## config.mk

```make
export PLATFORM = sky130hd
export DESIGN_NAME = oas_ram
export DESIGN_NICKNAME = d
export VERILOG_FILES = /design/src/rtl/core/oas_ram.sv
export SDC_FILE = /design/constraint.sdc
export NUM_CORES = 1
export LEC_CHECK = 0
export BUFFER_PORTS_ARGS = -buffer_cell sky130_fd_sc_hd__buf_4
export CAP_MARGIN = 20
export CORE_ASPECT_RATIO = 0.75
export CORE_MARGIN = 2
export CORE_UTILIZATION = 50
export DETAILED_ROUTE_END_ITERATION = 16
export PLACE_DENSITY = 0.65
export REMOVE_ABC_BUFFERS = 1
export SKIP_LAST_GASP = 1
export SLEW_MARGIN = 10
export SYNTH_ARGS = -nofsm -noshare
export SYNTH_HDL_FRONTEND = slang
export SYNTH_SLANG_ARGS = --single-unit
export TNS_END_PERCENT = 5
```

## constraint.sdc

```tcl
create_clock -name clk_i -period 3.67 [get_ports clk_i]
set_input_delay 0.1835 -clock clk_i [delete_from_list [all_inputs] [get_ports clk_i]]
set_output_delay 0.1835 -clock clk_i [all_outputs]
set_load 0.01 [all_outputs]
```

## src/rtl/core/oas_ram.sv

```systemverilog
`timescale 1ns / 1ps
// Generic single-write, single-read RAM with registered read data.
// No dependencies.
module oas_ram #(
  parameter int Width = 8,
  parameter int Depth = 128
) (
  input  logic                     clk_i,
  input  logic                     we_i,
  input  logic [$clog2(Depth)-1:0] waddr_i,
  input  logic [Width-1:0]         wdata_i,
  input  logic                     re_i,
  input  logic [$clog2(Depth)-1:0] raddr_i,
  output logic [Width-1:0]         rdata_o
);
  logic [Width-1:0] mem_q [Depth];

  always_ff @(posedge clk_i) begin
    if (we_i) begin
      mem_q[waddr_i] <= wdata_i;
    end
    if (re_i) begin
      rdata_o <= mem_q[raddr_i];
    end
  end
endmodule

```

==> results of run 1 <==
[power breakdown]
group,internal (mW),leakage [nW],switching (mW)
clock network,5.63,1.51,4.28
logic,0.532,3.25,0.726
registers,13.0,9.28,0.0240
[kinds of logic (layout without fill, tap and decap cells)]
logic type	Yosys count	after routing	share of synthesized area [%]
AND/OR/NAND/NOR	170	170	1.753
multiplexers	344	344	19.27
buffers and inverters	89	336	1.011
flip-flops	1032	1032	77.97
[registers in the layout (all words and copies together), names as in the netlist]
signal	count
mem_q	1024
rdata_o	8
[metrics by stage]
stage / area [um^2] / hold slack, ns / setup WS [ns]
after floorplan: 39340 / 0.2824 / 1.460
after global placement: 42060 / 0.5445 / 0.4566
after detailed placement: 42060 / 0.5368 / 0.4380
after CTS: 45190 / 0.01430 / 1.091
after global routing: 45320 / 0.0003873 / 1.074
final: 45320 / 0.02071 / 1.089
[worst max-delay path: stages (launching register included)]
cell and delay [ns]:
edfxtp_1 0.37, mux4_2 0.57, mux4_2 0.57, mux4_2 0.54
mux2_2 0.29
[how the worst max path moves through the flow]
stage | endpoint | cells after the start
2_1_floorplan | rdata_o[0]$_DFFE_PP_ | 4
3_3_place_gp | rdata_o[7]$_DFFE_PP_ | 7
3_5_place_dp | rdata_o[7]$_DFFE_PP_ | 7
4_1_cts | rdata_o[7]$_DFFE_PP_ | 4
5_1_grt | rdata_o[7]$_DFFE_PP_ | 4
6_report | rdata_o[7]$_DFFE_PP_ | 4
[cell usage after synthesis (all sizes together)]
cell    count  area (um^2)
edfxtp   1032        30990
mux4      336         7567
nor2      122        457.9
buf        45        236.5
clkbuf     44        165.2
nand2      14        52.55
nand3      12        60.06
nor3        9        45.04
mux2        8        90.09
nor2b       7        43.79
nand4       3        18.77
nand2b      2        12.51
or3         1        6.260
[cell type report]
class	count	area (um^2)
clock buffers	113	2445
clock inverters	60	658.1
fillers	5509	33410
multi-input cells	514	8364
flip-flops and latches	1032	30990
well taps	1046	1309
repair buffers	163	1556
[routing by layer]
| layer | track usage, % | up-vias | part of all wire (%) |
|---|---|---|---|
| met3 | 7.406 | 116 | 11 |
| met2 | 32.82 | 815 | 45 |
| met1 | 34.39 | 9600 | 42 |
| met5 | 0 | - | 0.014 |
| met4 | 5.642 | 2 | 2.2 |
| li1 | - | 7386 | - |
==> flow_summary.toml, run 1 <==
[timing]
layout_min_cycle_time_ns = 2.581
report.final.slew_viol_count = 0
tns_ns = 0
fin_crit_sh_pct = 70.34
finClkSkew_ns = 0.02052
rsz0062_at_grt = "no"
relSlewSlack_pct = 23.32
setup_viol = 0
worstMarginPinSlew_ns = 1.146
hold_viol_final = 0
max_freq_ghz = 0.3874

[synthesis]
synth_area_um2 = 39750
ys_ff_latch = 1032
syn-mean-instance-area_um2 = 24.31
yosysWarnings = 0
yosysUniqueCellTypes = 16
ys_seq_area_share_pct = 77.97
syn_inst = 1635

[setup_path]
path_class = "flop to flop"
r2r-end = "rdata_o[7]$_DFFE_PP_"
ff2ff_setup_slack_ns = 1.09
worst_ep_required_time_ns = 4.08
cp-end-kind = "flop"
r2r_cells = 4
crit_start = "mem_q[37][7]$_DFFE_PP_"
setup.worst_path.start_class = "flop"
r2r-start = "mem_q[37][7]$_DFFE_PP_"
worstPathMaxFanout = 1
crit_arrival_ns = 2.99

[global_routing]
grt_pass1_vias = 18190
grt_max_degree = 111
grt_usage_pct = 22.88
grt_overflow = 0
grt_pass1_wl_um = 131100
antenna_found_initial = 5

[routing]
num_vias = 17920
first_pass_iters = 6
drtAntennaViolNets = 0
drtIter0Drc = 2251
drt-vias-per-instance = 6.120
avgRoutedWirePerCell_um = 30.92
wirelength_um = 90530
drc = 0

[placed_design]
port_buffers = 32
place_inst = 2746
dp_hpwl_um = 56200
finalWeightedCongestion = 0.8310

[clock_network]
postCtsResizedCells = 0
cts_setup_buffers = 0
clkSinkCount = 1032
numCtsBuffers = 94
h-tree-depth = 3
cts_max_path_buffers = 3
ctsHoldBuffers = 3
cts_tree = "done"
clk-insertion-delay-late_ns = 0.67
cts_root_buf = "clkbuf_16"
clk_transition_reported_paths_ns = 0.06

[cells_and_area]
instances_no_fill = 2928
fin_util_pct = 57.57
fin_nets = 1830
drive_gt1_share_pct = 34.01
n_antenna_cell = 0
area_delta_synth_final_pct = 14.03
layout_commonest_cell = "edfxtp_1"
final_cell_mix = "edfxtp_1, mux4_2, buf_4"

[hold_path]
whs_path_depth = 1
hp-start = "wdata_i[0]"
holdCritPathClass = "primary input to flop"
hold_end = "mem_q[114][0]$_DFFE_PP_"

[floorplan]
ios = 33
die_height_um = 248.2
core_um2 = 78730
die_x_um = 329.6
fp-row-count = 89
dieArea_um2 = 81790
start_util_pct = 50.48

[power_and_ir_drop]
power_density_nw_per_um2 = 534.3
ir_worst_vdd_mv = 0.4567
power_leakage_nw = 14.04
p_total_mw = 24.21

[run_status]
outcome = "finished clean"

[run]
max_cap_violations = 0
Power figures use the tool's default switching activity.
==> run 2, diff against run 1 <==
--- a/config.mk
+++ b/config.mk
@@ -11,7 +11,7 @@
 export CORE_MARGIN = 2
 export CORE_UTILIZATION = 50
 export DETAILED_ROUTE_END_ITERATION = 16
-export PLACE_DENSITY = 0.65
+export PLACE_DENSITY = 0.68
 export REMOVE_ABC_BUFFERS = 1
 export SKIP_LAST_GASP = 1
 export SLEW_MARGIN = 10
==> constraint.sdc (replaced) <==
create_clock -name clk_i -period 2.2 [get_ports clk_i]
set_input_delay 0.11 -clock clk_i [delete_from_list [all_inputs] [get_ports clk_i]]
set_output_delay 0.11 -clock clk_i [all_outputs]
set_load 0.01 [all_outputs]
==> run 2 against run 1 <==
The flow now finishes with violations (setup timing). Final area rose by 2.3%. Highest routed layer unchanged. Critical path depth did not move. Sequential cell count did not move. Utilization rose by 1.3 points. Die area did not move. Power rose by 63%. Hold slack improved by 0.015 ns. Maximum frequency fell by 0.68%.
==> flow_summary.toml, run 2 (synthesis gave the netlist of run 1 again) <==
[run_status]
outcome = "finished, violations left"
violations = "setup timing"

[routing]
first_pass_iters = 5
avgRoutedWirePerCell_um = 30.09
drc = 0
wirelength_um = 91740
num_vias = 18680
drtIter0Drc = 2499
drtAntennaViolNets = 0
drt-vias-per-instance = 6.127

[timing]
max_freq_ghz = 0.3847
relSlewSlack_pct = 56.24
layout_min_cycle_time_ns = 2.599
fin_crit_sh_pct = 118.1
hold_slack_ns = 0.03586
rsz0062_at_grt = "yes"
report.final.slew_viol_count = 0
setup_viol = 8
hold_viol_final = 0
setup_slack_ns = -0.3991
finClkSkew_ns = 0.01554
worstMarginPinSlew_ns = 0.6565
tns_ns = -2.896

[clock_network]
cts_max_path_buffers = 3
clk-insertion-delay-late_ns = 0.66
clk_transition_reported_paths_ns = 0.06
h-tree-depth = 3
clkSinkCount = 1032
cts_tree = "done"
numCtsBuffers = 92
cts_root_buf = "clkbuf_16"

[global_routing]
antenna_found_initial = 6
grt_max_degree = 129
grt_pass1_vias = 18900
grt_usage_pct = 23.03
grt_overflow = 0
grt_pass1_wl_um = 133200

[floorplan]
ios = 33
die_x_um = 329.6
die_height_um = 248.2
core_um2 = 78730
dieArea_um2 = 81790
fp-row-count = 89
start_util_pct = 50.48

[setup_path]
cp_common_cell = "mux4_2"
worst_ep_required_time_ns = 2.59
crit_buf_inv = 0
setup.worst_path.start_class = "flop"
path_class = "flop to flop"
max_stage_delay_ns = 0.57
worstPathMaxFanout = 1
slowest_stage = "mux4_2"
crit_family = "multiplexers"
cp-end-kind = "flop"
crit_chain = "mux4_2 -> mux4_2 -> mux4_2 -> mux2_2"
crit_arrival_ns = 2.99

[cells_and_area]
top_regs = "mem_q (1024), rdata_o (8)"
instances_no_fill = 3049
design_area_um2 = 46370
drive_gt1_share_pct = 37.69
layout_commonest_cell = "edfxtp_1"
largest_reg_flops = 1024
fin_util_pct = 58.90
final_cell_mix = "edfxtp_1, mux4_2, buf_4"
area_delta_synth_final_pct = 16.66
regMostFlops = "mem_q"
fin_nets = 1961
n_antenna_cell = 0

[placed_design]
dp_hpwl_um = 59230
port_buffers = 32
place_inst = 2880
pre_cts_slack_ns = -0.7807
place_area_um2 = 43430
finalWeightedCongestion = 0.8494

[run]
max_cap_violations = 0

[power_and_ir_drop]
power_density_nw_per_um2 = 853.3
power_leakage_nw = 14.70
ir_worst_vdd_mv = 0.7286
p_total_mw = 39.57

[hold_path]
holdCritPathClass = "primary input to flop"
## run 2: timing repair
| item | 4_1_cts | 5_1_grt |
|---|---|---|
| buffers inserted | 0 | 0 |
| hold buffers | 8 | 0 |
| pin swaps | 0 | 0 |
| gates resized for setup | 0 | 1 |
| endpoints found under the hold margin | 203 | 0 |
| endpoints found under the setup margin | 8 | 8 |
## run 2: worst paths after layout
kind | from | end | slack (ns) | cells past startpoint
max | mem_q[77][6]$_DFFE_PP_ | rdata_o[6]$_DFFE_PP_ | -0.40 | 4
min | wdata_i[3] | mem_q[1][3]$_DFFE_PP_ | 0.04 | 1
max reg2reg | mem_q[77][6]$_DFFE_PP_ | rdata_o[6]$_DFFE_PP_ | -0.40 | 4
min reg2reg | mem_q[62][0]$_DFFE_PP_ | rdata_o[0]$_DFFE_PP_ | 1.20 | 4
## run 2: power breakdown
group          switching [mW]  internal (mW)
clock network            6.85           8.67
registers              0.0355           21.7
logic                    1.26           1.03
## run 2: cell type report
cell class                      count  area (um^2)
Clock buffer                      111         2437
Clock inverter                     50        416.7
Fill cell                        5398        32360
Multi-Input combinational cell    514         8358
Sequential cell                  1032        30990
Tap cell                         1046         1309
Timing Repair Buffer              296         2858
## run 2: per-layer routing
| layer | vias up | GRT usage, % | wire, um | part of all wire [%] |
|---|---|---|---|---|
| met4 | 8 | 5.348 | 1722 | 1.9 |
| met2 | 931 | 33.56 | 41530 | 45 |
| met1 | 9999 | 34.28 | 38260 | 42 |
| li1 | 7636 | - | - | - |
| met3 | 108 | 7.469 | 10170 | 11 |
| met5 | - | 0 | 54 | 0.059 |
