## src/rtl/core/oas_pkg.sv

```systemverilog
`timescale 1ns / 1ps
// Shared types and constants for the overlap alignment scorer.
// No dependencies; imported by oas_front, oas_jobq, oas_back and the top level.
package oas_pkg;

  localparam int CfgIdxBits  = 3;
  localparam int CfgDataBits = 16;

  localparam logic [CfgIdxBits-1:0] CfgMismatch  = 3'd0;
  localparam logic [CfgIdxBits-1:0] CfgIndel     = 3'd1;
  localparam logic [CfgIdxBits-1:0] CfgUnaligned = 3'd2;
  localparam logic [CfgIdxBits-1:0] CfgLimit     = 3'd3;
  localparam logic [CfgIdxBits-1:0] CfgMinOvl    = 3'd4;

  localparam logic OpFirst  = 1'b0;
  localparam logic OpSecond = 1'b1;

  typedef struct packed {
    logic       opcode;
    logic [7:0] symbol;
    logic       last;
  } item_t;

  typedef struct packed {
    logic        no_match;
    logic [15:0] score;
    logic [7:0]  start_first;
    logic [7:0]  end_second;
    logic [7:0]  aligned_pairs;
    logic [7:0]  identical_pairs;
  } result_t;

  typedef struct packed {
    logic [7:0]  mismatch_cost;
    logic [7:0]  indel_cost;
    logic [7:0]  unaligned_cost;
    logic [15:0] penalty_limit;
    logic [7:0]  min_overlap;
  } cfg_t;

endpackage

```

## src/rtl/core/oas_jobq.sv

```systemverilog
`timescale 1ns / 1ps
// Two-entry job queue carrying sequence lengths from front to back.
// Depends on oas_pkg.
module oas_jobq #(
  parameter int LW = 8
) (
  input  logic          clk_i,
  input  logic          rst_ni,
  input  logic          push_i,
  input  logic [LW-1:0] n1_i,
  input  logic [LW-1:0] n2_i,
  input  logic          pop_i,
  output logic          empty_o,
  output logic [LW-1:0] n1_o,
  output logic [LW-1:0] n2_o
);
  import oas_pkg::*;
  logic [2*LW-1:0] ent_q [2];
  logic            wp_q, rp_q;
  logic [1:0]      cnt_q;

  assign empty_o = (cnt_q == 2'd0);
  assign n1_o    = ent_q[rp_q][2*LW-1:LW];
  assign n2_o    = ent_q[rp_q][LW-1:0];

  always_ff @(posedge clk_i) begin
    if (push_i) begin
      ent_q[wp_q] <= {n1_i, n2_i};
    end
  end

  always_ff @(posedge clk_i or negedge rst_ni) begin
    if (!rst_ni) begin
      wp_q  <= 1'b0;
      rp_q  <= 1'b0;
      cnt_q <= 2'd0;
    end else begin
      if (push_i) wp_q <= ~wp_q;
      if (pop_i)  rp_q <= ~rp_q;
      cnt_q <= cnt_q + 2'(push_i) - 2'(pop_i);
    end
  end
endmodule

```

## config.mk

```make
export PLATFORM = sky130hd
export DESIGN_NAME = oas_jobq
export DESIGN_NICKNAME = d
export VERILOG_FILES = /design/src/rtl/core/oas_pkg.sv /design/src/rtl/core/oas_jobq.sv
export SDC_FILE = /design/constraint.sdc
export NUM_CORES = 1
export LEC_CHECK = 0
export CAP_MARGIN = 20
export CORE_MARGIN = 2
export CORE_UTILIZATION = 45
export CTS_CLUSTER_DIAMETER = 150
export DETAILED_ROUTE_END_ITERATION = 16
export DONT_BUFFER_PORTS = 1
export PLACE_DENSITY = 0.65
export SYNTH_ARGS = -nofsm -noshare
export SYNTH_HDL_FRONTEND = slang
export SYNTH_SLANG_ARGS = --single-unit
```

## constraint.sdc

```tcl
create_clock -name clk_i -period 1.65 [get_ports clk_i]
set_input_delay 0.2475 -clock clk_i [delete_from_list [all_inputs] [get_ports clk_i]]
set_output_delay 0.2475 -clock clk_i [all_outputs]
set_load 0.005 [all_outputs]
```

==> results of run 1 <==
==> logic make-up after synthesis <==
group         count (synthesis)  share of synthesized area [%]
flops                        36                           76.0
xor+xnor                      3                           2.96
simple gates                  3                           1.17
mux                          16                           15.3
fa+ha+maj                     2                           1.79
buf+inv                       4                           2.78
==> sequential cells by signal, indices dropped and copies added, names as in the netlist <==
register,count
cnt_q,2
ent_q,32
rp_q,1
wp_q,1
==> path summary, 6_finish.rpt <==
check | from | endpoint | slack (ns) | depth (start not counted)
max | rp_q | n1_o[0] | 0.17 | 2
min | push_i | cnt_q[0] | 0.06 | 1
max reg2reg | cnt_q[0] | cnt_q[1] | 0.47 | 5
min reg2reg | wp_q | wp_q | 0.49 | 1
max in group asynchronous | rst_ni | cnt_q[0] | 1.31 | 1
min in group asynchronous | rst_ni | wp_q | 0.17 | 1
==> layer usage <==
layer | wire, microns | global-route usage [%] | vias up | share of wire, %
met3 | 180 | 7.79 | 6 | 9.6
li1 | - | - | 302 | -
met1 | 719 | 12.4 | 311 | 38
met4 | 36 | 5.71 | 0 | 1.9
met5 | 0 | 0 | - | 0
met2 | 931 | 19.9 | 29 | 50
==> through the flow <==
step	cells	setup slack (ns)
2_1_floorplan	64	0.121
3_3_place_gp	101	0.516
3_5_place_dp	101	0.467
4_1_cts	128	0.141
5_1_grt	128	0.110
6_report	128	0.174
==> cell usage after synthesis <==
cell type  instances
edfxtp_1          32
mux2_4             9
mux2_2             7
dfrtp_1            4
ha_1               2
inv_1              2
xor2_1             2
and2_1             1
buf_12             1
buf_6              1
nor2_1             1
nor2b_1            1
xor3_1             1
==> critical path, cell delays in order, from the launching register on <==
cell and delay [ns]:
dfrtp_1 0.39, buf_4 0.19, mux2_4 0.32
==> final cells by class <==
| cell class | count | area, sq um | area share [%] |
|---|---|---|---|
| repair buffers | 25 | 235 | 13.7 |
| inverters | 2 | 7.51 | 0.436 |
| clock inverters | 3 | 42.5 | 2.47 |
| multi-input cells | 24 | 297 | 17.2 |
| flip-flops and latches | 36 | 1060 | 61.6 |
| clock buffers | 5 | 37.5 | 2.18 |
| well taps | 33 | 41.3 | 2.40 |
==> timing repair <==
action | in CTS | in global routing
endpoints found under the setup margin | 0 | 0
hold buffers | 19 | 0
endpoints found under the hold margin | 38 | 0
==> power by group <==
group	leakage [nW]	total, mW	internal [mW]	switching, mW
logic	0.268	0.729	0.408	0.321
registers	0.347	1.28	1.22	0.0606
clock network	0.0412	0.596	0.316	0.280
==> metrics.md, run 1 <==
| Metric | Value |
|---|---|
| Power Dens Cells | 1510 nW/um^2 |
| RSZ-0062 raised after global routing | no |
| Max Clk Rate | 678 MHz |
| Status | completed |
| Die Span Y | 59.7 microns |
| Row Count | 20 |
| Maximum vdd drop | 778 uV |
| Worst setup SP type | flip-flop |
| Worst setup EP type | primary output |
| DRC errors left | 0 |
| Die width | 59.7 microns |
| First-pass GRT wire length | 3020 microns |
| Crit-path max FO | 9 |
| Clk sink count | 36 |
| Post-synth top area share | 68.8% |
| Clock Tree Root | clkbuf_4 |
| Vias in the first global route | 689 |
| Sequential share of the synthesized area | 76.0% |
| Most frequent cells in the layout | edfxtp_1, dlygate4sd3_1, mux2_4 |
| Total track usage | 12.3% |
| Final hold viol count | 0 |
| Routability cong. | 0.603 |
| Routed Wire Length | 1870 microns |
| # resized after CTS | 0 |
| Final Max Slew Viols | 0 |
| DR WL/cell | 14.6 microns |
| Crit Path Category | reg -> out |
| Placed Area | 1450 sq um |
| DR iter-0 viols | 20 |
| Antenna viol nets, final | 0 |
| TritonCTS clock tree | yes |
| WP data arrival | 1.23 ns |
| Max clock buf depth | 2 |
| Ratio of final minimum period to clock period | 89.4% |
| Final Setup Violations | 0 |
| Final Core Density | 57.3% |
| Post-route cell area | 1720 sq um |
| H-tree levels | 2 |
| Clock skew | 0.00391 ns |
| Final HPWL DP | 1260 microns |
| Yosys cell types | 13 |
| Post-CTS Setup Bufs | 0 |
| # IOs | 37 |
| Congestion Overflow GR | 0 |
| Via count | 648 |
| Vias/cell | 5.06 |
| Synthesis-stage register bit count | 36 |
| Drt first pass iters | 4 |
| Initial antenna violation count | 0 |
| Clk slew on worst S/H paths | 0.10 ns |
| Net Count, Synth | 86 |
| TNS Setup | 0 ns |
| Share of cells above drive strength 1 | 31.6% |
| Critical Path RT | 1.40 ns |
| Number of antenna diodes | 0 |
| Die ar. | 3560 sq um |
| Leading area contributor after synthesis | edfxtp_1 |
| Post-Syn Area | 1400 sq um |
| Classification of the worst-slack hold path | in -> reg |
| Initial Utilization | 46.5% |
| CTS buffer count | 5 |
| Commonest non-fill, non-tap cell in the layout | edfxtp_1 |
| Leakage power | 0.656 nW |
| NumNets Final | 116 |
| I/O Buffers | 0 |
| Top post-synthesis cells by area | edfxtp_1, mux2_4, dfrtp_1 |
| P&R area growth vs syn | 23.3% |
| Fill cell count | 235 |
| Min cycle time layout | 1.48 ns |
| Synth Instances | 64 |
| Yosys Warn Count | 0 |
| Largest net degree at the start of global routing | 13 |
| Slew HR | 87.2% |
| Clock Latency Late Sink | 0.33 ns |
| Fin Hold WS | 0.0629 ns |
| Worst-Margin Slew | 0.192 ns |
| Mean Syn Cell Area | 21.8 sq um |
| Tot Pwr | 2.61 mW |
| Max-cap violations | 0 |
| Core footprint | 3000 sq um |
Power figures use the tool's default switching activity.
==> inputs of run 2 (changes only) <==
--- a/config.mk
+++ b/config.mk
@@ -6,7 +6,6 @@
 export NUM_CORES = 1
 export LEC_CHECK = 0
 export CAP_MARGIN = 20
-export CORE_MARGIN = 2
 export CORE_UTILIZATION = 45
 export CTS_CLUSTER_DIAMETER = 150
 export DETAILED_ROUTE_END_ITERATION = 16
==> constraint.sdc (replaced) <==
create_clock -name clk_i -period 1.3 [get_ports clk_i]
set_input_delay 0.195 -clock clk_i [delete_from_list [all_inputs] [get_ports clk_i]]
set_output_delay 0.195 -clock clk_i [all_outputs]
set_load 0.005 [all_outputs]
==> run 2 against run 1 <==
  * The flow now finishes with violations (DRC, setup timing)
  * Cell count fell by 3.1%
  * Combinational power is 37% higher
  * Setup slack got worse by 0.29 ns
  * Die area is 6.6% lower
  * Register-to-register slack got worse by 0.33 ns
  * Utilization increased by 3.5 points
  * Clock skew about the same
  * Clock power grew 22%
  * Highest routed layer unchanged
==> metrics.md, run 2 (same netlist as run 1, synthesis figures left out) <==
| Metric | Value |
|---|---|
| Die Span Y | 57.7 microns (-3.3%) |
| DR WL/cell | 15.5 microns (+6.0%) |
| Final Setup Violations | 16 (+16) |
| Max reg flops | 32 (unchanged) |
| Tot Pwr | 3.37 mW (+29%) |
| TritonCTS clock tree | yes |
| DRC errors left | 3 (+3) |
| Initial antenna violation count | 0 (unchanged) |
| Clk slew on worst S/H paths | 0.10 ns (about the same) |
| Critical Path RT | 1.11 ns (-0.29 ns) |
| Final Core Density | 60.8% (+3.5 points) |
| Congestion Overflow GR | 0 (unchanged) |
| Vias/cell | 5.16 (+2.0%) |
| Core footprint | 2850 sq um (-5.0%) |
| I/O Buffers | 0 (unchanged) |
| DR iter-0 viols | 13 (-35%) |
| Post-CTS Setup Bufs | 0 (unchanged) |
| Max clock buf depth | 2 (unchanged) |
| WP data arrival | 1.22 ns (about the same) |
| Failing checks | DRC, setup timing |
| Worst-Margin Slew | 0.235 ns (+0.0437 ns) |
| Final hold viol count | 0 (unchanged) |
| Final Max Slew Viols | 0 (unchanged) |
| Maximum vdd drop | 1070 uV (+37%) |
| Worst setup EP type | primary output |
| CTS buffer count | 5 (unchanged) |
| Crit-path max FO | 9 (unchanged) |
| Commonest non-fill, non-tap cell in the layout | edfxtp_1 |
| Vias in the first global route | 674 (-2.2%) |
| Power Dens Cells | 1940 nW/um^2 (+28%) |
| H-tree levels | 2 (unchanged) |
| Die ar. | 3330 sq um (-6.6%) |
| Routability cong. | 0.630 (+4.5%) |
| Row Count | 19 (-5.0%) |
| Initial Utilization | 48.9% (+2.4 points) |
| P&R area growth vs syn | 24.3% |
| Most frequent cells in the layout | edfxtp_1, dlygate4sd3_1, mux2_4 |
| Die width | 57.7 microns (-3.3%) |
| Clk sink count | 36 (unchanged) |
| # IOs | 37 (unchanged) |
| Worst setup SP type | flip-flop |
| Final HPWL DP | 1150 microns (-8.2%) |
| Drt first pass iters | 10 (+6) |
| Antenna viol nets, final | 0 (unchanged) |
| Clock Latency Late Sink | 0.32 ns (about the same) |
| Largest net degree at the start of global routing | 17 (+4) |
| Slew HR | 84.3% (-2.9 points) |
| Clock Tree Root | clkbuf_4 |
| Place WS | 0.137 ns (-0.330 ns) |
| Total track usage | 13.1% (+0.76 points) |
| Clock skew | 0.00434 ns (+0.000431 ns) |
| Max Clk Rate | 708 MHz |
| Post-route setup slack | -0.113 ns (-0.288 ns) |
| Min cycle time layout | 1.41 ns |
| Leakage power | 0.678 nW (+3.4%) |
| Routed Wire Length | 1920 microns (+2.7%) |
| Number of antenna diodes | 0 (unchanged) |
| Register bank with the most flops | ent_q |
| NumNets Final | 114 (-1.7%) |
| First-pass GRT wire length | 3030 microns (+0.46%) |
| Via count | 640 (-1.2%) |
| Crit Path Category | reg -> out |
| TNS Setup | -1.60 ns (-1.60 ns) |
| Top Registers | ent_q (32), cnt_q (2) |
| Ratio of final minimum period to clock period | 109% |
| RSZ-0062 raised after global routing | yes |
| Max-cap violations | 0 (unchanged) |
| Share of cells above drive strength 1 | 29.0% (-2.5 points) |
| Classification of the worst-slack hold path | in -> async |
| Status | complete, but fails checks |
-- run 2: cell types whose count changed in the layout (fill, tap and decap cells not counted), sizes merged --
cell      change
clkinv        +1
clkinvlp      -1
buf           -2
-- run 2: power breakdown --
group,internal (mW),switching [mW]
logic,0.571,0.426
clock network,0.393,0.337
registers,1.55,0.0874
total,2.51,0.850
-- run 2: final cells by class --
class | instances | area [sq um]
Fill cell | 213 | 1120
Sequential cell | 36 | 1060
Multi-Input combinational cell | 24 | 325
Timing Repair Buffer | 23 | 228
Tap cell | 31 | 38.8
Clock buffer | 5 | 37.5
Clock inverter | 3 | 37.5
Inverter | 2 | 7.51
-- run 2: what timing repair did --
| action | in CTS | in global routing |
|---|---|---|
| gates resized for setup | 8 | 1 |
| hold buffers | 19 | 0 |
| hold endpoints to repair | 39 | 0 |
| endpoints found under the setup margin | 16 | 16 |
-- run 2: stage by stage --
step | instance area, sq um | instances | hold WS [ns]
after global placement | 1440 | 97 | -0.101
after floorplan | 1400 | 64 | -0.101
final | 1740 | 124 | 0.132
after CTS | 1730 | 124 | 0.124
after detailed placement | 1440 | 97 | -0.100
after global routing | 1740 | 124 | 0.130
-- run 2: path summary, 6_finish.rpt --
kind | from | to | slack, ns | depth (start not counted)
max reg2reg | cnt_q[0] | cnt_q[1] | 0.14 | 5
min reg2reg | wp_q | wp_q | 0.51 | 1
max | rp_q | n1_o[7] | -0.11 | 2
max in group asynchronous | rst_ni | rp_q | 1.00 | 1
min | rst_ni | wp_q | 0.13 | 1
min in group clk_i | pop_i | cnt_q[1] | 0.24 | 2
-- run 2: metal layers --
layer  vias up  share of wire, %  GRT usage [%]
met2        29                49           21.6
met4         0               1.8           8.16
met5         -                 0              0
met1       310                39           12.6
met3         5                11           7.37
li1        296                 -              -
-- run 2: critical path, cell delays in order (launching register included) --
cell and delay, ns:
dfrtp_1 0.39, buf_6 0.18, mux2_4 0.32
==> inputs of run 3 (changes only) <==
--- a/config.mk
+++ b/config.mk
@@ -6,11 +6,14 @@
 export NUM_CORES = 1
 export LEC_CHECK = 0
 export CAP_MARGIN = 20
+export CELL_PAD_IN_SITES_DETAIL_PLACEMENT = 1
+export CELL_PAD_IN_SITES_GLOBAL_PLACEMENT = 1
 export CORE_UTILIZATION = 45
 export CTS_CLUSTER_DIAMETER = 150
 export DETAILED_ROUTE_END_ITERATION = 16
 export DONT_BUFFER_PORTS = 1
-export PLACE_DENSITY = 0.65
+export PLACE_DENSITY = 0.71
+export SETUP_SLACK_MARGIN = 0.3
 export SYNTH_ARGS = -nofsm -noshare
 export SYNTH_HDL_FRONTEND = slang
 export SYNTH_SLANG_ARGS = --single-unit
==> constraint.sdc (replaced) <==
create_clock -name clk_i -period 1.73 [get_ports clk_i]
set_input_delay 0.2595 -clock clk_i [delete_from_list [all_inputs] [get_ports clk_i]]
set_output_delay 0.2595 -clock clk_i [all_outputs]
set_load 0.005 [all_outputs]
==> run 3 against run 2 <==
  * Design area down 0.94%
  * Highest routed layer unchanged
  * Via count decreased by 0.63%
  * The flow finishes with violations (DRC)
  * First-iteration DRC count increased by 38%
  * Utilization down 0.57 points
  * Clock-buffer cell count unchanged
  * Sequential share of layout area increased by 0.58 points
  * Critical path depth is the same
  * Worst hold slack got worse by 0.069 ns
  * Register-to-register slack gained 0.40 ns
  * Routed wire length grew 15%
==> metrics.md, run 3 (same netlist as run 1, synthesis figures left out) <==
| Metric | Value |
|---|---|
| Status | complete, but fails checks |
| Failing checks | DRC |
| Leakage power | 0.651 nW (-4.0%) |
| Slowest cell delay on critical path | 0.40 ns (about the same) |
| Sequential power share | 49.1% (+0.4 points) |
| Vias/cell | 5.13 (-0.62%) |
| Final HPWL DP | 1340 microns (+17%) |
| CTS buffer count | 5 (unchanged) |
| Crit Path Category | reg -> out |
| Routability cong. | 0.607 (-3.5%) |
| WP data arrival | 1.28 ns (+0.06 ns) |
| Register bank with the most flops | ent_q |
| H-tree levels | 2 (unchanged) |
| Total track usage | 14.4% (+1.3 points) |
| Metal3 WL | 142 microns (-30%) |
| TritonCTS clock tree | yes |
| I/O Buffers | 0 (unchanged) |
| First-pass GRT wire length | 3280 microns (+8.4%) |
| CP max-delay cell | dfrtp_1 |
| # IOs | 37 (unchanged) |
| Critical Path RT | 1.47 ns (+0.36 ns) |
| Die ar. | 3330 sq um (unchanged) |
| Core footprint | 2850 sq um (unchanged) |
| Final Max Slew Viols | 0 (unchanged) |
| Comb pwr share | 27.9% (-1.7 points) |
| Pint | 1.87 mW (-26%) |
| Row Count | 19 (unchanged) |
| Slew HR | 85.4% (+1.1 points) |
| Final Setup Violations | 0 (-16) |
| RSZ-0062 raised after global routing | yes |
| Worst-Margin Slew | 0.219 ns (-0.0160 ns) |
| Ratio of final minimum period to clock period | 88.7% |
| WL met1 | 805 microns (+8.3%) |
| Clock skew | 0.00855 ns (+0.00421 ns) |
| Fin Hold WS | 0.0631 ns (-0.0691 ns) |
| Classification of the worst-slack hold path | in -> reg |
| Die width | 57.7 microns (unchanged) |
| Crit-path max FO | 16 (+7) |
| Die Span Y | 57.7 microns (unchanged) |
| Max reg flops | 32 (unchanged) |
| DRC errors left | 5 (+2) |
| Maximum vdd drop | 751 uV (-30%) |
| Power share of the clock group | 22.9% (+1.2 points) |
| Min cycle time layout | 1.53 ns |
| Routed Wire Length | 2200 microns (+15%) |
| DR iter-0 viols | 18 (+5) |
| Sw Ratio | 25.8% (+0.54 points) |
| Clk slew on worst S/H paths | 0.10 ns (about the same) |
| DR WL/cell | 17.8 microns (+15%) |
| Power Dens Cells | 1470 nW/um^2 (-24%) |
| Number of antenna diodes | 0 (unchanged) |
| Largest net degree at the start of global routing | 17 (unchanged) |
| Via count | 636 (-0.63%) |
| Psw | 0.650 mW (-24%) |
| Worst setup EP type | primary output |
| Commonest non-fill, non-tap cell in the layout | edfxtp_1 |
| Max Clk Rate | 651 MHz |
| NumNets Final | 114 (unchanged) |
| Most frequent cells in the layout | edfxtp_1, dlygate4sd3_1, mux2_4 |
| Top Registers | ent_q (32), cnt_q (2) |
| Max clock buf depth | 2 (unchanged) |
| Worst setup SP type | flip-flop |
| Congestion Overflow GR | 0 (unchanged) |
| Clock Latency Late Sink | 0.34 ns (+0.02 ns) |
| TNS Setup | 0 ns (+1.60 ns) |
| Vias in the first global route | 705 (+4.6%) |
| Share of cells above drive strength 1 | 31.2% (+2.2 points) |
| Max-cap violations | 0 (unchanged) |
| Clk sink count | 36 (unchanged) |
| Met2 wire len | 1220 microns (+30%) |
| Max Used Layer | met4 |
| Antenna viol nets, final | 0 (unchanged) |
| CP cell instances | buf_12 -> mux2_2 |
| Initial Utilization | 48.9% (unchanged) |
| Final hold viol count | 0 (unchanged) |
| Drt first pass iters | 10 (unchanged) |
| Initial antenna violation count | 0 (unchanged) |
| Clock Tree Root | clkbuf_4 |
| R2R Setup Slk | 0.54 ns (+0.40 ns) |
| P&R area growth vs syn | 23.1% |
run 3: cell types whose count changed in the layout (fill, tap and decap cells not counted), sizes merged:
| cell | change |
|---|---|
| clkinvlp | +1 |
| clkinv | -1 |
run 3: path summary, 6_finish.rpt:
check,depth (start not counted),from,to
hold / removal,1,push_i,cnt_q[0]
setup / recovery,2,rp_q,n2_o[1]
min in group asynchronous,1,rst_ni,wp_q
setup reg to reg,5,cnt_q[0],cnt_q[1]
max in group asynchronous,1,rst_ni,cnt_q[0]
hold reg to reg,1,wp_q,wp_q
run 3: cell type report:
| class | count | area [sq um] |
|---|---|---|
| Tap cell | 31 | 38.8 |
| Sequential cell | 36 | 1060 |
| Clock inverter | 3 | 42.5 |
| Multi-Input combinational cell | 24 | 299 |
| Clock buffer | 5 | 37.5 |
| Fill cell | 251 | 1130 |
| Timing Repair Buffer | 23 | 233 |
| Inverter | 2 | 7.51 |
run 3: power by group through the flow:
stage | logic [mW] | registers (mW) | clock network, mW
final | 0.703 | 1.24 | 0.578
after CTS | 0.719 | 1.24 | 0.591
after global placement | 0.619 | 1.24 | 0
after detailed placement | 0.632 | 1.26 | 0
after floorplan | 0.585 | 1.23 | 0
after global routing | 0.762 | 1.26 | 0.636
run 3: per-stage QoR:
stage          util (%)  cells  power, mW  setup slack (ns)  cell area (sq um)
2_1_floorplan         -     64       1.82             0.487               1400
3_3_place_gp       50.1     96       1.86             0.466               1430
3_5_place_dp       50.1     96       1.89             0.444               1430
4_1_cts            59.2    121       2.55             0.169               1690
5_1_grt            60.3    124       2.65             0.137               1720
6_report           60.3    124       2.52             0.195               1720
run 3: worst max-delay path, delay by kind of cell (launching register included):
family | cells | cell delay [ns]
buf+inv | 1 | 0.18
mux | 1 | 0.36
flops | 1 | 0.40
run 3: per-layer routing:
metal / global-route usage [%] / up-vias
li1: - / 296
met1: 12.7 / 314
met2: 26.9 / 20
met3: 7.59 / 6
met4: 6.12 / 0
met5: 0 / -
run 3: what timing repair did:
action | in CTS | in global routing
gates resized for setup | 3 | 0
setup buffers | 1 | 0
hold endpoints to repair | 32 | 6
setup endpoints to repair | 16 | 16
hold buffers | 16 | 3
