File: src/rtl/core/oas_pkg.sv
`timescale 1ns / 1ps
// Shared types and constants for the overlap alignment scorer.
// No dependencies; imported by oas_front, oas_jobq, oas_back and the top level.
package oas_pkg;

  localparam int CfgIdxBits  = 3;
  localparam int CfgDataBits = 16;

  localparam logic [CfgIdxBits-1:0] CfgMismatch  = 3'd0;
  localparam logic [CfgIdxBits-1:0] CfgIndel     = 3'd1;
  localparam logic [CfgIdxBits-1:0] CfgUnaligned = 3'd2;
  localparam logic [CfgIdxBits-1:0] CfgLimit     = 3'd3;
  localparam logic [CfgIdxBits-1:0] CfgMinOvl    = 3'd4;

  localparam logic OpFirst  = 1'b0;
  localparam logic OpSecond = 1'b1;

  typedef struct packed {
    logic       opcode;
    logic [7:0] symbol;
    logic       last;
  } item_t;

  typedef struct packed {
    logic        no_match;
    logic [15:0] score;
    logic [7:0]  start_first;
    logic [7:0]  end_second;
    logic [7:0]  aligned_pairs;
    logic [7:0]  identical_pairs;
  } result_t;

  typedef struct packed {
    logic [7:0]  mismatch_cost;
    logic [7:0]  indel_cost;
    logic [7:0]  unaligned_cost;
    logic [15:0] penalty_limit;
    logic [7:0]  min_overlap;
  } cfg_t;

endpackage

File: src/rtl/core/oas_front.sv
`timescale 1ns / 1ps
// Front end: takes symbol transactions, fills both symbol stores, issues jobs.
// Depends on oas_pkg.
module oas_front #(
  parameter int MaxLen     = 128,
  parameter int SymbolBits = 8
) (
  input  logic                        clk_i,
  input  logic                        rst_ni,
  input  logic                        accept_i,
  input  oas_pkg::item_t              item_i,
  output logic                        fst_we_o,
  output logic                        snd_we_o,
  output logic [$clog2(MaxLen)-1:0]   waddr_o,
  output logic [SymbolBits-1:0]       wdata_o,
  output logic                        push_o,
  output logic [$clog2(MaxLen+1)-1:0] n1_o,
  output logic [$clog2(MaxLen+1)-1:0] n2_o
);
  import oas_pkg::*;
  localparam int LW = $clog2(MaxLen + 1);
  localparam int AW = $clog2(MaxLen);

  logic [LW-1:0] n1_q, n1_d, n2_q, n2_d, n1_base;
  logic          closed_q, closed_d;
  logic          is_fst, room;

  always_comb begin
    is_fst   = (item_i.opcode == OpFirst);
    n1_base  = closed_q ? '0 : n1_q;
    room     = is_fst ? (n1_base < LW'(MaxLen)) : (n2_q < LW'(MaxLen));
    fst_we_o = accept_i && is_fst && room;
    snd_we_o = accept_i && !is_fst && room;
    waddr_o  = is_fst ? n1_base[AW-1:0] : n2_q[AW-1:0];
    wdata_o  = item_i.symbol[SymbolBits-1:0];
    push_o   = accept_i && !is_fst && item_i.last;
    n1_o     = n1_q;
    n2_o     = room ? n2_q + LW'(1) : n2_q;
    n1_d     = n1_q;
    n2_d     = n2_q;
    closed_d = closed_q;
    if (accept_i) begin
      if (is_fst) begin
        n1_d     = room ? n1_base + LW'(1) : n1_base;
        closed_d = item_i.last;
      end else if (item_i.last) begin
        n1_d     = '0;
        n2_d     = '0;
        closed_d = 1'b0;
      end else begin
        n2_d = n2_o;
      end
    end
  end

  always_ff @(posedge clk_i or negedge rst_ni) begin
    if (!rst_ni) begin
      n1_q     <= '0;
      n2_q     <= '0;
      closed_q <= 1'b0;
    end else begin
      n1_q     <= n1_d;
      n2_q     <= n2_d;
      closed_q <= closed_d;
    end
  end
endmodule

File: config.mk
export PLATFORM = sky130hd
export DESIGN_NAME = oas_front
export DESIGN_NICKNAME = d
export VERILOG_FILES = /design/src/rtl/core/oas_pkg.sv /design/src/rtl/core/oas_front.sv
export SDC_FILE = /design/constraint.sdc
export NUM_CORES = 1
export LEC_CHECK = 0
export BUFFER_PORTS_ARGS = -buffer_cell sky130_fd_sc_hd__buf_2
export CAP_MARGIN = 0
export CORE_UTILIZATION = 49
export CTS_CLUSTER_DIAMETER = 100
export DETAILED_ROUTE_END_ITERATION = 12
export GPL_ROUTABILITY_DRIVEN = 0
export GPL_TIMING_DRIVEN = 0
export HOLD_SLACK_MARGIN = 0.12
export PLACE_DENSITY = 0.77
export SLEW_MARGIN = 20
export SYNTH_ARGS = -nofsm -noshare
export SYNTH_HDL_FRONTEND = slang
export SYNTH_SLANG_ARGS = --single-unit
File: constraint.sdc
create_clock -name clk_i -period 2.5 [get_ports clk_i]
set_input_delay 0.625 -clock clk_i [delete_from_list [all_inputs] [get_ports clk_i]]
set_output_delay 0.625 -clock clk_i [all_outputs]
set_load 0.05 [all_outputs]
==> metrics.md, run 1 <==
| Metric | Value |
|---|---|
| Tmin final | `2.502 ns` |
| Setup WS post-layout | `-0.002357 ns` |
| Tot GR Track Use | `25.23%` |
| Die height | `52.89 µm` |
| Worst setup path category | `in -> out` |
| Worst Setup Start Kind | `input port` |
| Top cells by area, synth | `dfrtp_1 34%, buf_4 5.3%, mux2_2 5.3%` |
| M3 GR Usage | `about 2.6%` |
| Final core occ | `69.27%` |
| Relative slew margins | `roughly 73%` |
| Ys async rst share | `100.0%` |
| CTS tree | `done` |
| Clock sink total | `17` |
| Slew Viols, Final | `0` |
| Initial antenna violation count | `0` |
| Clk buf depth | `2` |
| Nets | `between 200 and 250` |
| Initial Util | `51.68%` |
| Hold WC Path Type | `in -> async` |
| Most Used Layer, Global Route | `met2` |
| #FFs+latches synth | `17` |
| Maximum clock frequency | `399.6 MHz` |
| # diodes | `0` |
| Half-perimeter wire length after placement | `2374 µm` |
| Yosys cell types | `43` |
| Die Area | `~2800 µm²` |
| Post-synth EDFFs | `0` |
| First-pass iteration count of the detailed router | `4` |
| Die X | `~53 µm` |
| Synth top area share | `33.53%` |
| Synth Flop Type | `dfrtp_1` |
| Clk pin slew, worst setup/hold paths | `approximately 0.1 ns` |
| Crit Path Max Fanout | `8` |
| Via count | `1,313` |
| P_sw | `0.3490 mW` |
| Largest net degree at the start of global routing | `18` |
| Failing checks | `setup timing` |
| Cell area after synthesis | `1269 µm²` |
| Final Hold Vio Count | `0` |
| Num CTS Buffers | `3` |
| DRC | `0` |
| Leakage power | `0.8049 nW` |
| CTS root buf | `clkbuf_4` |
| Vias in the first global route | `1,123` |
| Sequential fraction of design power | `39.4%` |
| Met1 Track Usage GR | `between 30% and 40%` |
| Sw frac | `43.08%` |
| Yosys warning count | `0` |
| CTS H-Tree Depth | `1` |
| Met2 global-route usage | `42.41%` |
| Critical Path End Type | `primary output` |
| Seq/Total Area, Yosys | `33.53%` |
| Core area | `about 2500 µm²` |
| PortBufs | `37` |
| Slew @ Worst Pin | `0.4120 ns` |
| First-pass GRT wire length | `around 5100 µm` |
| Total power | `0.8103 mW` |
| Row count | `18` |
| Comb pwr share | `between 40% and 50%` |
| WL/cell | `14.41 µm` |
| WP data required | `1.88 ns` |
| Max IR drop VDD | `roughly 0.38 mV` |
| Global route total overflow | `0` |
| RSZ-0062 raised after global routing | `true` |
| Clk_lat worst skew | `0.29 ns` |
| Hold_ws | `0.2366 ns` |
| Max-cap viol count | `0` |
| ANT nets after route | `0` |
| Share of layout cells above drive strength 1 | `43.37%` |
| Clock network power share | `18.5%` |
| Cell type with the largest total area after synthesis | `dfrtp_1` |
| Pwr per Cell Area | `476.5 nW/µm²` |
| Int Power | `0.4612 mW` |
| Area growth syn-to-layout | `34.02%` |
| IO Pins | `47` |
| Routed WL | `around 3300 µm` |
| Period utilisation layout | `100.1%` |
| Post-synthesis cell count | `roughly 150` |
| DRT iter0 DRCs | `34` |
| CTS Hold Bufs | `0` |
| Mean post-synth cell area | `about 8.4 µm²` |
| Final count of negative-setup-slack endpoints | `1` |
| CP Data Arrival Time | `between 1.5 and 2 ns` |
| Clock skew | `0.008703 ns` |
| Status | `finished, violations left` |
| Vias/cell | `5.810` |
| Post-synth net total | `166` |
## cell type report
type / instances / area (µm²)
sequential: 17 / 427.9
multi-input combinational: 112 / 825.8
timing repair buffer: 43 / 260.3
buffer: 14 / 96.34
tap: 30 / 37.54
clock buffer: 4 / 26.28
fill: 211 / 754.5
inverter: 6 / 26.28
## worst paths after layout
kind                       startpoint      end  slack, ns  depth (start not counted)
setup reg to reg             closed_q  n1_o[4]       0.76                          6
min in group clk_i            n1_o[6]  n1_o[6]       0.58                          2
hold / removal                 rst_ni  n1_o[4]       0.24                          1
setup / recovery            item_i[9]  n2_o[1]     -0.002                          6
hold reg to reg               n1_o[6]  n1_o[6]       0.58                          2
max in group asynchronous      rst_ni  n2_q[0]       1.95                          1
## power by group through the flow
| stage | combinational (mW) | sequential (mW) | clock [mW] |
|---|---|---|---|
| detailed placement | 0.328 | 0.323 | 0 |
| finish | 0.341 | 0.319 | 0.150 |
| CTS | 0.338 | 0.319 | 0.152 |
| global placement | 0.321 | 0.322 | 0 |
| global route | 0.361 | 0.322 | 0.162 |
| floorplan | 0.236 | 0.344 | 0 |
## kinds of logic (layout without fill, tap and decap cells)
| family | after synthesis | after routing | synth area share (%) |
|---|---|---|---|
| AOI/OAI and AO/OA | 36 | 36 | 19.33 |
| xor gates and xnor gates | 7 | 7 | 4.832 |
| adders and majority gates | 2 | 2 | 1.972 |
| buffers and inverters | 22 | 67 | 9.466 |
| DFF | 17 | 17 | 33.53 |
| muxes | 6 | 6 | 5.325 |
| and+or+nand+nor | 61 | 61 | 25.54 |
## synth_stat cells, types with 3 or more instances
master	number
nand4_1	3
nor2b_1	7
buf_2	3
nor2_1	7
nand2_1	17
clkbuf_1	4
dfrtp_1	17
o31ai_1	3
mux2_2	6
o21ai_0	12
nand3_1	8
inv_1	5
xnor2_1	7
buf_4	9
or3_1	5
a21oi_1	4
## repair_timing
item / CTS / global route
setup buffers: 3 / 3
pin swaps: 1 / 1
gates resized for setup: 17 / 5
setup endpoints to repair: 6 / 9
## worst max-delay path, stage by stage
cell and delay [ns]:
buf_2 0.13, or3b_1 0.36, buf_6 0.15, nand2_4 0.10, mux2_2 0.35, buf_6 0.15
## state kept, by name, indices dropped and copies added (netlist names)
signal	count
n1_o	8
n2_q	8
closed_q	1
## per-layer routing
| layer | wire length, µm | share of wire [%] | vias to the layer above |
|---|---|---|---|
| met5 | 0 | 0 | - |
| met4 | 44 | 1.4 | 0 |
| met3 | 209 | 6.4 | 6 |
| met2 | 1576 | 48 | 54 |
| met1 | 1425 | 44 | 625 |
| li1 | - | - | 628 |
## cell usage in the layout (no fill, tap or decap), types with 3 or more instances in the layout
cell type  netlist  layout
a21oi_1          4       4
buf_2            3      33
buf_4            9      14
buf_6            0       5
clkbuf_1         4       3
clkbuf_4         0       6
dfrtp_1         17      15
inv_1            5       5
mux2_2           6       6
nand2_1         17      16
nand3_1          8       6
nand3_2          1       3
nand4_1          3       3
nor2_1           7       5
nor2b_1          7       7
o21ai_0         12      10
o31ai_1          3       3
or3_1            5       4
xnor2_2          0       5
## stage by stage
stage / instances / instance area [µm²] / setup WS (ns) / setup TNS (ns)
finish: 226 / 1700 / -0.002357 / -0.002357
global route: 226 / 1700 / -0.04862 / -0.08430
CTS: 223 / 1663 / 0.002389 / 0
detailed placement: 218 / 1567 / -0.1527 / -0.5134
global placement: 218 / 1567 / -0.1233 / -0.3719
floorplan: 151 / 1344 / -0.06668 / -0.06668
(Power assumes the default switching activity.)
==> inputs of run 2 (changes only) <==
Settings changed: CORE_ASPECT_RATIO from default to 2, CORE_UTILIZATION 49 to 44, PLACE_DENSITY 0.77 to 0.73, SKIP_CTS_REPAIR_TIMING from default to 1, TNS_END_PERCENT from default to 1.
Clock period 2.5 ns to 2.2 ns, I/O delays scaled along.
==> run 2 against run 1 <==
- the run still ends with setup timing left
- via count down 0.69%
- wire length increased by 5.4%
- final area grew 1.3%
- sequential power up 13%
- global-route usage down 2.7 points
- critical path type is now reg -> out
- critical endpoint is now n2_o[7]
- largest cell class unchanged
- highest routed layer unchanged
==> metrics.md, run 2 (synthesis results as in run 1) <==
| Metric | Value |
|---|---|
| Half-perimeter wire length after placement | `2515 µm` |
| Die height | `77.94 µm` |
| Routed wl met2 | `~2000 µm` |
| ANT nets after route | `0` |
| CTS root buf | `clkbuf_8` |
| Clock sink total | `17` |
| DRT iter0 DRCs | `44` |
| Die Area | `3115 µm²` |
| Max-cap viol count | `0` |
| Num CTS Buffers | `3` |
| Tmin final | `2.352 ns` |
| Clk pin slew, worst setup/hold paths | `0.07 ns` |
| Failing checks | `setup timing` |
| Pwr per Cell Area | `581.4 nW/µm²` |
| Status | `finished, violations left` |
| Vias/cell | `5.821` |
| Routed WL | `3433 µm` |
| Crit Path Max Fanout | `9` |
| Initial Util | `46.36%` |
| Initial antenna violation count | `0` |
| First-pass GRT wire length | `5037 µm` |
| Area after DPL | `1539 µm²` |
| WL/cell | `15.33 µm` |
| Tot GR Track Use | `between 20% and 30%` |
| Crit path top cell by count | `buf_6` |
| CTS H-Tree Depth | `1` |
| Worst Setup Start Kind | `flip-flop` |
| Slew @ Worst Pin | `0.4145 ns` |
| Setup WS post-layout | `-0.1517 ns` |
| Clock skew | `about 0.0022 ns` |
| Die X | `about 40 µm` |
| Slew Viols, Final | `0` |
| CP peak stage delay | `0.42 ns` |
| # diodes | `0` |
| Setup_tns | `-0.7245 ns` |
| WP buf/inv | `2` |
| Nets | `211` |
| Global route total overflow | `0` |
| Clk buf depth | `2` |
| Period utilisation layout | `106.9%` |
| Hold WC Path Type | `in -> async` |
| Kind of cell adding the most delay to the critical path | `simple AND/OR/NAND/NOR gates` |
| Leakage power | `0.8069 nW` |
| PortBufs | `37` |
| IO Pins | `47` |
| Worst setup path category | `reg -> out` |
| Reg2reg setup slack | `0.33 ns` |
| Final count of negative-setup-slack endpoints | `7` |
| Core area | `2736 µm²` |
| Met1 Wirelength | `~1300 µm` |
| Largest net degree at the start of global routing | `18` |
| Critical Path End Type | `primary output` |
| DRC | `0` |
| Area growth syn-to-layout | `35.80%` |
| Maximum clock frequency | `425.2 MHz` |
| Highest-count cells in the layout ignoring fill and taps | `29 x buf_2, 16 x nand2_1, 16 x buf_4, 15 x dfrtp_1, 12 x o21ai_0` |
| Final core occ | `62.96%` |
| Final Hold Vio Count | `0` |
| Worst-path cell chain | `or3b_1 -> buf_6 -> nand3_4 -> or3_4 -> xnor2_4 -> buf_6` |
| Via count | `1,304` |
| RSZ-0062 raised after global routing | `true` |
| Row count | `27` |
| Max IR drop VDD | `between 0.4 and 0.5 mV` |
| Share of layout cells above drive strength 1 | `43.59%` |
| Vias in the first global route | `1,131` |
| CTS tree | `done` |
| Clk_lat worst skew | `0.26 ns` |
| WP data required | `1.65 ns` |
| First-pass iteration count of the detailed router | `4` |
| Met3 wire length | `112 µm` |
| CP Data Arrival Time | `about 1.8 ns` |
| Final non-filler cell area | `1723 µm²` |
| Commonest non-fill, non-tap cell in the layout | `buf_2` |
| Total power | `1.002 mW` |
| Dpl ws | `-0.3243 ns` |
| Relative slew margins | `72.36%` |
| Crit-path slowest cell | `dfrtp_2` |
| Highest metal used | `met4` |
==> run 2: cell count changes in the layout (fill, tap and decap cells not counted), moves of 2 or more <==
cell | previous run | this run
buf_2 | 33 | 29
clkbuf_4 | 6 | 2
clkbuf_8 | 0 | 3
buf_4 | 14 | 16
buf_6 | 5 | 7
nor2_1 | 5 | 7
nor2_2 | 2 | 0
nor2b_1 | 7 | 5
nor2b_2 | 0 | 2
o21ai_0 | 10 | 12
o21ai_1 | 2 | 0
xnor2_1 | 0 | 2
==> run 2: path summary, 6_finish.rpt <==
kind                                from      end  cells after the start
worst min register to register   n1_o[7]  n1_o[7]                      2
worst max register to register  closed_q  n1_o[4]                      7
worst max-delay path             n1_o[7]  n2_o[7]                      6
max in group asynchronous         rst_ni  n1_o[7]                      1
min in group clk_i               n1_o[7]  n1_o[7]                      2
worst min-delay path              rst_ni  n2_q[0]                      1
==> run 2: per-stage QoR <==
stage	instances	hold slack, ns
final	224	0.2154
after global routing	224	0.2458
after CTS	221	0.2277
after floorplan	151	0.2544
after global placement	217	0.4985
after detailed placement	217	0.5088
==> run 2: layout make-up <==
type                    count  area [µm²]
flip-flops and latches     17       427.9
plain buffers              14       97.59
repair buffers             42       270.3
multi-input cells         112       819.5
well taps                  29       36.28
inverters                   6       26.28
clock buffers               4       45.04
fillers                   222        1013
==> run 2: report_power, final <==
group / switching [mW] / internal (mW)
combinational: 0.272 / 0.125
clock: 0.114 / 0.129
sequential: 0.0279 / 0.334
==> run 2: metal layers <==
layer / up-vias / track usage (%)
li1: 620 / -
met1: 633 / 23.01
met2: 44 / 40.81
met3: 7 / 2.857
met4: 0 / 9.655
met5: - / 0
==> inputs of run 3 (changes only) <==
Settings changed: ABC_AREA from default to 1, PLACE_DENSITY 0.73 to 0.74.
==> run 3 against run 2 <==
- the run now ends clean
- clock power is essentially flat
- worst hold slack got worse by 0.00052 ns
- synthesized area fell by 2.6%
- synthesized cell count increased by 27%
- final area shrank 9.5%
- total power decreased by 8.2%
- sequential share of layout area grew 2.5 points
- critical path type unchanged
- register-to-register slack gained 0.10 ns
- critical path depth fell by 1
- largest cell class unchanged
- combinational power decreased by 18%
- non-clock buffer count fell by 5
- via count up 2.8%
==> metrics.md, run 3 <==
| Metric | Value |
|---|---|
| Core area | `2603 µm²` |
| Cell area after synthesis | `approximately 1200 µm²` |
| Area growth syn-to-layout | `26.11%` |
| Nets | `roughly 250` |
| Vias in the first global route | `1,213` |
| Main combinational cell family by area after synthesis | `simple AND/OR/NAND/NOR gates` |
| Tmin final | `2.194 ns` |
| CTS tree | `done` |
| Footprint of the multi-input gates | `641.9 µm²` |
| CP Data Arrival Time | `roughly 1.6 ns` |
| Top cells by area, synth | `dfrtp_1 34%, nand2_1 21%, inv_1 7.9%` |
| CTS H-Tree Depth | `1` |
| Clock skew | `0.004115 ns` |
| Half-perimeter wire length after placement | `roughly 2500 µm` |
| IO Pins | `47` |
| Maximum clock frequency | `455.9 MHz` |
| Seq/Total Area, Yosys | `34.41%` |
| Synth Area in Adders | `2.024%` |
| Row count | `26` |
| Clock sink total | `17` |
| Met1 Track Usage GR | `between 20% and 30%` |
| Simple-gate share of the synthesized area | `between 30% and 40%` |
| Relative slew margins | `72.59%` |
| Ys async rst share | `between 90% and 100%` |
| CTS root buf | `clkbuf_8` |
| Worst setup path category | `reg -> out` |
| Status | `complete, no violations` |
| Clk pin slew, worst setup/hold paths | `about 0.07 ns` |
| Synth Flop Type | `dfrtp_1` |
| Most Used Layer, Global Route | `met2` |
| First-pass iteration count of the detailed router | `4` |
| Slew Viols, Final | `0` |
| Met2 global-route usage | `42.95%` |
| Hold_ws | `~0.21 ns` |
| WL/cell | `approximately 12 µm` |
| DRC | `0` |
| Final count of negative-setup-slack endpoints | `0` |
| First-pass GRT wire length | `5299 µm` |
| Reg2reg setup slack | `0.43 ns` |
| Fillers | `259` |
| Max-cap viol count | `0` |
| Tot GR Track Use | `24.32%` |
| Die Area | `3038 µm²` |
| Yosys warning count | `0` |
| Global route total overflow | `0` |
| M3 GR Usage | `2.023%` |
| Post-synthesis cell count | `192` |
| Most numerous cell in the Yosys netlist | `nand2_1` |
| Highest-count cells in the layout ignoring fill and taps | `68 x nand2_1, 35 x buf_2, 25 x inv_1, 17 x dfrtp_1, 16 x nand3_1` |
| Die height | `just under 80 µm` |
| Period utilisation layout | `between 90% and 100%` |
| Post-synth EDFFs | `0` |
| Crit Path Max Fanout | `6` |
| Mean post-synth cell area | `6.438 µm²` |
| Yosys cell types | `22` |
| Post-synth net total | `slightly above 200` |
| Critical Path End Type | `primary output` |
| Share of layout cells above drive strength 1 | `between 20 and 30%` |
| Commonest non-fill, non-tap cell in the layout | `nand2_1` |
| Final Hold Vio Count | `0` |
| Slew @ Worst Pin | `0.4111 ns` |
| Num CTS Buffers | `3` |
| Max IR drop VDD | `between 0.4 and 0.5 mV` |
| Mux contribution to synthesized area | `0%` |
| Synth top area share | `roughly a third` |
| Vias/cell | `5.080` |
| Seq. cell area | `around 430 µm²` |
| Die X | `~40 µm` |
| Leakage power | `0.9004 nW` |
| Reg2reg path depth | `10` |
| Post-synthesis xor/xnor area fraction | `1.417%` |
| DRT iter0 DRCs | `34` |
| Via count | `1,341` |
| Cell type with the largest total area after synthesis | `dfrtp_1` |
| Setup_tns | `0 ns` |
| WP data required | `1.65 ns` |
| RR Endpoint | `n1_o[4]` |
| Pwr per Cell Area | `590.1 nW/µm²` |
| RSZ-0062 raised after global routing | `true` |
| Routed WL | `3219 µm` |
| Post-synthesis compound-gate area fraction | `9.008%` |
| Hold WC Path Type | `in -> async` |
| Commonest cells in the netlist | `70 x nand2_1, 26 x inv_1, 17 x dfrtp_1, 16 x nand3_1, 13 x nor2_1` |
| Initial Util | `47.50%` |
| PortBufs | `38` |
| #FFs+latches synth | `17` |
| Clk_lat worst skew | `roughly 0.25 ns` |
| # diodes | `0` |
| Worst Setup Start Kind | `flip-flop` |
| ANT nets after route | `0` |
| Critical R2R Launch | `closed_q` |
| Initial antenna violation count | `0` |
| Largest net degree at the start of global routing | `18` |
| Clk buf depth | `2` |
run 3: cell types whose count changed in the layout (fill, tap and decap cells not counted), moves of 4 or more:
cell     delta
mux2_2      -6
buf_4       -4
nor2_1      +5
xnor2_2     -4
o21ai_1     +6
nor2b_1     -5
buf_2       +6
or3_1       -4
buf_6       -5
inv_1      +20
nand2_1    +52
nand3_1    +10
run 3: per-stage QoR:
step                      setup WS, ns  std cells  utilization [%]  power, mW  area, µm²
after floorplan                -0.2504        192                -     0.6002       1236
after global placement        -0.04873        258            56.15     0.6713       1461
after detailed placement      -0.04488        258            56.15     0.6748       1461
after CTS                     -0.07755        262            57.93     0.9100       1508
after global routing          -0.06220        264            59.90     0.9654       1559
final                         0.006420        264            59.90     0.9200       1559
run 3: how the worst max path moves through the flow:
stage,start,to,slack (ns),cells past startpoint
detailed placement,item_i[9],fst_we_o,-0.04,6
finish,n2_q[2],n2_o[5],0.006,5
floorplan,n1_o[2],waddr_o[2],-0.25,2
global route,n2_q[2],n2_o[5],-0.06,5
global placement,item_i[9],fst_we_o,-0.05,6
CTS,closed_q,n2_o[5],-0.08,8
run 3: layout make-up:
cell class / count / share of cell area, %
Timing Repair Buffer: 40 / 14.04
Inverter: 28 / 6.902
Multi-Input combinational cell: 136 / 41.17
Tap cell: 28 / 2.247
Sequential cell: 17 / 27.29
Buffer: 11 / 5.377
Clock inverter: 1 / 0.3210
Clock buffer: 3 / 2.648
run 3: critical path: stages, from the launching register on:
cell and delay [ns]:
dfrtp_1 0.47, nand3_1 0.19, nor2_2 0.22, nand3_1 0.13, and2_1 0.17, clkbuf_4 0.20
run 3: power breakdown:
part,switching (mW),leakage [nW],total (mW),internal [mW]
clock,0.115,0.0255,0.240,0.126
sequential,0.0234,0.231,0.355,0.332
combinational,0.240,0.644,0.324,0.0849
run 3: logic make-up (layout without fill, tap and decap cells):
| group | Yosys count | after routing |
|---|---|---|
| buffers and inverters | 39 | 83 |
| adder cells (fa/ha/maj) | 2 | 2 |
| flip-flops | 17 | 17 |
| XOR/XNOR | 2 | 2 |
| AND/OR/NAND/NOR | 111 | 111 |
| AO/OA/AOI/OAI | 21 | 21 |
run 3: layer usage:
layer  part of all wire, %  wire [µm]
met1                    38       1213
met2                    57       1832
met3                   4.3        139
met4                   1.0         33
met5                     0          0
